===== src/rtl/core/pls_pkg.sv =====
`timescale 1ns / 1ps
`default_nettype none
// ----------------------------------------------------------------------------
// pls_pkg: shared types and constants of the label store
// Register indexes, item kinds, sequencer states and storage widths.
// ----------------------------------------------------------------------------
package pls_pkg;

  localparam int unsigned VerticesDefault = 16;
  localparam int unsigned DepthDefault    = 64;

  localparam int unsigned CostW   = 32;
  localparam int unsigned EnergyW = 16;
  localparam int unsigned TimeW   = 24;
  localparam int unsigned SlackW  = 8;
  localparam int unsigned PosW    = 7;
  localparam int unsigned VertW   = 4;

  // one stored entry: label plus prefix bounds
  localparam int unsigned EntryW = CostW + 2 * EnergyW + TimeW + EnergyW + TimeW;

  localparam logic [0:0] RegEnergySlack = 1'b0;
  localparam logic [0:0] RegTimeSlack   = 1'b1;

  localparam logic KindCheck  = 1'b0;
  localparam logic KindInsert = 1'b1;

  typedef struct packed {
    logic [CostW-1:0]   cost;
    logic [EnergyW-1:0] raw_energy;
    logic [EnergyW-1:0] eff_energy;
    logic [TimeW-1:0]   eff_time;
    logic [EnergyW-1:0] emax;
    logic [TimeW-1:0]   tmin;
  } entry_t;

  typedef enum logic [3:0] {
    StIdle,
    StSrchRd,
    StSrchWt,
    StSrchCmp,
    StWalkRd,
    StWalkWt,
    StWalkCmp,
    StShRd,
    StShWt,
    StShWr,
    StPut,
    StFixRd,
    StFixWt,
    StFixWr,
    StDone
  } state_e;

endpackage
`default_nettype wire


===== src/rtl/core/pls_cfg.sv =====
`timescale 1ns / 1ps
`default_nettype none
// ----------------------------------------------------------------------------
// pls_cfg: APB register file
// Holds the energy and time tolerances.
// ----------------------------------------------------------------------------
module pls_cfg (
  input  wire logic                      clk_i,
  input  wire logic                      rst_ni,
  input  wire logic                      psel,
  input  wire logic                      penable,
  input  wire logic                      pwrite,
  input  wire logic [2:0]                paddr,
  input  wire logic [31:0]               pwdata,
  output logic      [31:0]               prdata,
  output logic                           pready,
  output logic      [pls_pkg::SlackW-1:0] energy_slack_o,
  output logic      [pls_pkg::SlackW-1:0] time_slack_o
);

  logic [pls_pkg::SlackW-1:0] es_q, ts_q;
  logic                       wr;

  assign pready = 1'b1;
  assign wr     = psel && penable && pwrite;

  always_ff @(posedge clk_i or negedge rst_ni) begin
    if (!rst_ni) begin
      es_q <= pls_pkg::SlackW'(1);
      ts_q <= pls_pkg::SlackW'(1);
    end else if (wr && paddr[1:0] == 2'b00) begin
      if (paddr[2] == pls_pkg::RegEnergySlack) es_q <= pwdata[pls_pkg::SlackW-1:0];
      else                                     ts_q <= pwdata[pls_pkg::SlackW-1:0];
    end
  end

  always_comb begin
    prdata = '0;
    if (paddr[1:0] == 2'b00) begin
      if (paddr[2] == pls_pkg::RegEnergySlack) prdata[pls_pkg::SlackW-1:0] = es_q;
      else                                     prdata[pls_pkg::SlackW-1:0] = ts_q;
    end
  end

  assign energy_slack_o = es_q;
  assign time_slack_o   = ts_q;

endmodule
`default_nettype wire


===== config.mk =====
export PLATFORM = sky130hd
export DESIGN_NAME = pls_cfg
export DESIGN_NICKNAME = d
export VERILOG_FILES = /design/src/rtl/core/pls_pkg.sv /design/src/rtl/core/pls_cfg.sv
export SDC_FILE = /design/constraint.sdc
export NUM_CORES = 1
export LEC_CHECK = 0
export BUFFER_PORTS_ARGS = -buffer_cell sky130_fd_sc_hd__buf_2
export CORE_MARGIN = 2
export CORE_UTILIZATION = 40
export CTS_CLUSTER_DIAMETER = 120
export DETAILED_ROUTE_END_ITERATION = 10
export PLACE_DENSITY = 0.85
export SETUP_SLACK_MARGIN = 0.4
export SYNTH_ARGS = -nofsm -noshare
export SYNTH_HDL_FRONTEND = slang
export SYNTH_SLANG_ARGS = --single-unit

===== constraint.sdc =====
create_clock -name clk_i -period 1.3 [get_ports clk_i]
set_input_delay 0.325 -clock clk_i [delete_from_list [all_inputs] [get_ports clk_i]]
set_output_delay 0.325 -clock clk_i [all_outputs]
set_load 0.03 [all_outputs]

==> out/metrics.cfg <==
[global_route]
grt_max_degree = 17
track_usage_pct = 15.9
first_global_vias = 716
antenna_found_initial = 0
grt_pass1_wl_um = 3280
grt-ovfl-total = 0

[drt]
totalWireLength_um = 2230
vias_per_cell = 4.33
vias = 741
drtIter0Drc = 0
drc = 0
wire_per_inst_um = 13.0
ant_nets = 0
firstDrtPassIters = 1

[worst_setup_path]
slowest_delay_ns = 0.54
crit_chain = mux2i_1 > nor2_1 > buf_4
required_ns = 0.98
r2r_slack_ns = 0.26
r2r_start = energy_slack_o[1]$_DFFE_PN0P_
crit_buf_inv = 1
r2r_end = energy_slack_o[1]$_DFFE_PN0P_
startpoint_type = register
cp_slowest_cell = dfstp_2
reg2reg_depth = 3
critPathKind = reg2out
cp_data_arrival_time_ns = 1.15
critical-path-top-delay-family = flip-flops
worst_setup_path_end_kind = output pin
worstPathMaxFanout = 2

[yosys]
synth.yosys.warnings = 0
syn_area_um2 = 987
syn_inst = 84
synth_area_per_cell_um2 = 11.8
ys_ff_latch = 16
ys_types = 14
yosysSeqAreaShare_pct = 40.8

[floorplan]
io_pins = 89
initial_core_util_pct = 41.0
die_y_um = 53.7
core_um2 = 2410
rows = 18
die_width_um = 53.7
dieArea_um2 = 2880

[cells_and_area]
drive_gt1_share_pct = 61.7
utilization_pct = 62.7
final_cell_mix = 30 x buf_6, 25 x conb_1, 16 x mux2_4
final_common_cell = buf_6
area_growth_pct = 53.1
nets = 182
antenna_cells = 0
fillers = 213

[cts]
clock-sinks = 16
clkTransAtPathRegs_ns = 0.10
clock_path_buffers = 2
htreeDepth = 1
cts_tree = done
cts-root-buf = clkbuf_4
clk_latency_ns = 0.29
cts_buffers = 3

[timing]
fin_crit_sh_pct = 114
timing.final.ws_setup_ns = -0.177
rsz0062_at_grt = true
maxSlewViolCount = 0
setup_violations = 20
finalSetupTns_ns = -2.08
fin_worst_skew_ns = 0
fmax_mhz = 677
finalCriticalPeriod_ns = 1.48
hold_viol = 0

[hold_path]
min_from = pwdata[2]
whs_endpoint = energy_slack_o[2]$_DFFE_PN0P_
whs_path_depth = 2
min_path_type = in2reg

[power]
swShare_pct = 37.8
ir_worst_vdd_uv = 929
pwr-share-comb_pct = 49.7
internal_power_mw = 1.28
power.density_nw_per_um2 = 1370
p_switching_mw = 0.780
p_leak_nw = 0.818
pwr-share-clk_pct = 16.2
pwr-share-seq_pct = 34.1

[placement]
port_buffers = 39
gp_congestion = 0.632
hpwl_um = 1500
place_ws_ns = -0.434

[run_status]
outcome = finished with violations
violations = setup timing

[flow_run]
drv_cap = 0

## layout make-up
cell class / count / area, µm² / share of cell area (%)
repair buffers: 58 / 515 / 34.1
well taps: 30 / 37.5 / 2.48
flip-flops and latches: 16 / 403 / 26.7
inverters: 1 / 3.75 / 0.248
clock buffers: 4 / 36.3 / 2.40
multi-input cells: 62 / 515 / 34.1
## repair_timing
item,in CTS,in global routing
setup buffers,5,7
endpoints found under the hold margin,14,0
endpoints found under the setup margin,40,40
resized for setup,57,14
pin swaps,2,1
gates cloned,0,0
hold buffers,1,0
## how the worst max path moves through the flow
stage | cells past startpoint | slack, ns | startpoint | endpoint
CTS | 3 | -0.19 | energy_slack_o[0]$_DFFE_PN1P_ | prdata[0]
detailed placement | 4 | -0.43 | paddr[1] | energy_slack_o[6]$_DFFE_PN0P_
global route | 3 | -0.24 | energy_slack_o[0]$_DFFE_PN1P_ | prdata[0]
floorplan | 5 | -0.42 | paddr[1] | energy_slack_o[1]$_DFFE_PN0P_
global placement | 4 | -0.42 | paddr[1] | energy_slack_o[2]$_DFFE_PN0P_
finish | 3 | -0.18 | energy_slack_o[0]$_DFFE_PN1P_ | prdata[0]
## power groups by stage
stage | clock [mW] | sequential (mW) | combinational (mW)
CTS | 0.338 | 0.693 | 0.910
finish | 0.334 | 0.704 | 1.03
global placement | 0 | 0.681 | 0.675
global route | 0.365 | 0.713 | 1.08
detailed placement | 0 | 0.686 | 0.688
floorplan | 0 | 0.876 | 0.362
## synthesized netlist by cell type, drive strengths merged
cell type  number  share of area (%)
buf            28                 22
mux2           16                 21
dfrtp          14                 35
mux2i           8                8.1
nor2            8                3.0
conb            2               0.76
dfstp           2                5.3
nand2           2               0.76
inv             1               0.38
nor3            1                1.0
or2             1               0.63
or4             1                1.1
## worst reg2reg max path, stage by stage, from the launching register on
cell     delay [ns]
dfrtp_1        0.43
buf_6          0.14
buf_4          0.12
mux2_4         0.24
## kinds of logic after synthesis
logic type    Yosys count  share of synthesized area, %
simple gates           13                          6.59
other cells             2                         0.761
buf+inv                29                          22.4
mux                    24                          29.4
flops                  16                          40.8
## through the flow
stage | total power, mW | hold WS, ns | cell area, µm² | cells
floorplan | 1.24 | 0.0294 | 1070 | 107
global placement | 1.36 | 0.241 | 1130 | 154
detailed placement | 1.37 | 0.262 | 1130 | 154
CTS | 1.94 | 0.268 | 1410 | 164
global route | 2.16 | 0.269 | 1510 | 171
finish | 2.06 | 0.276 | 1510 | 171
## sequential cells by signal, summed over array words and instances (netlist names)
signal,cells
time_slack_o,8
energy_slack_o,8
## layer usage
layer  share of wire, %  global-route usage, %  up-vias
li1                   -                      -      337
met1                 43                   20.8      353
met2                 49                   26.4       51
met3                8.2                   2.78        0
met4                  0                   5.13        0
met5                  0                      0        -
Note: power is estimated with default switching activity, not from simulation.
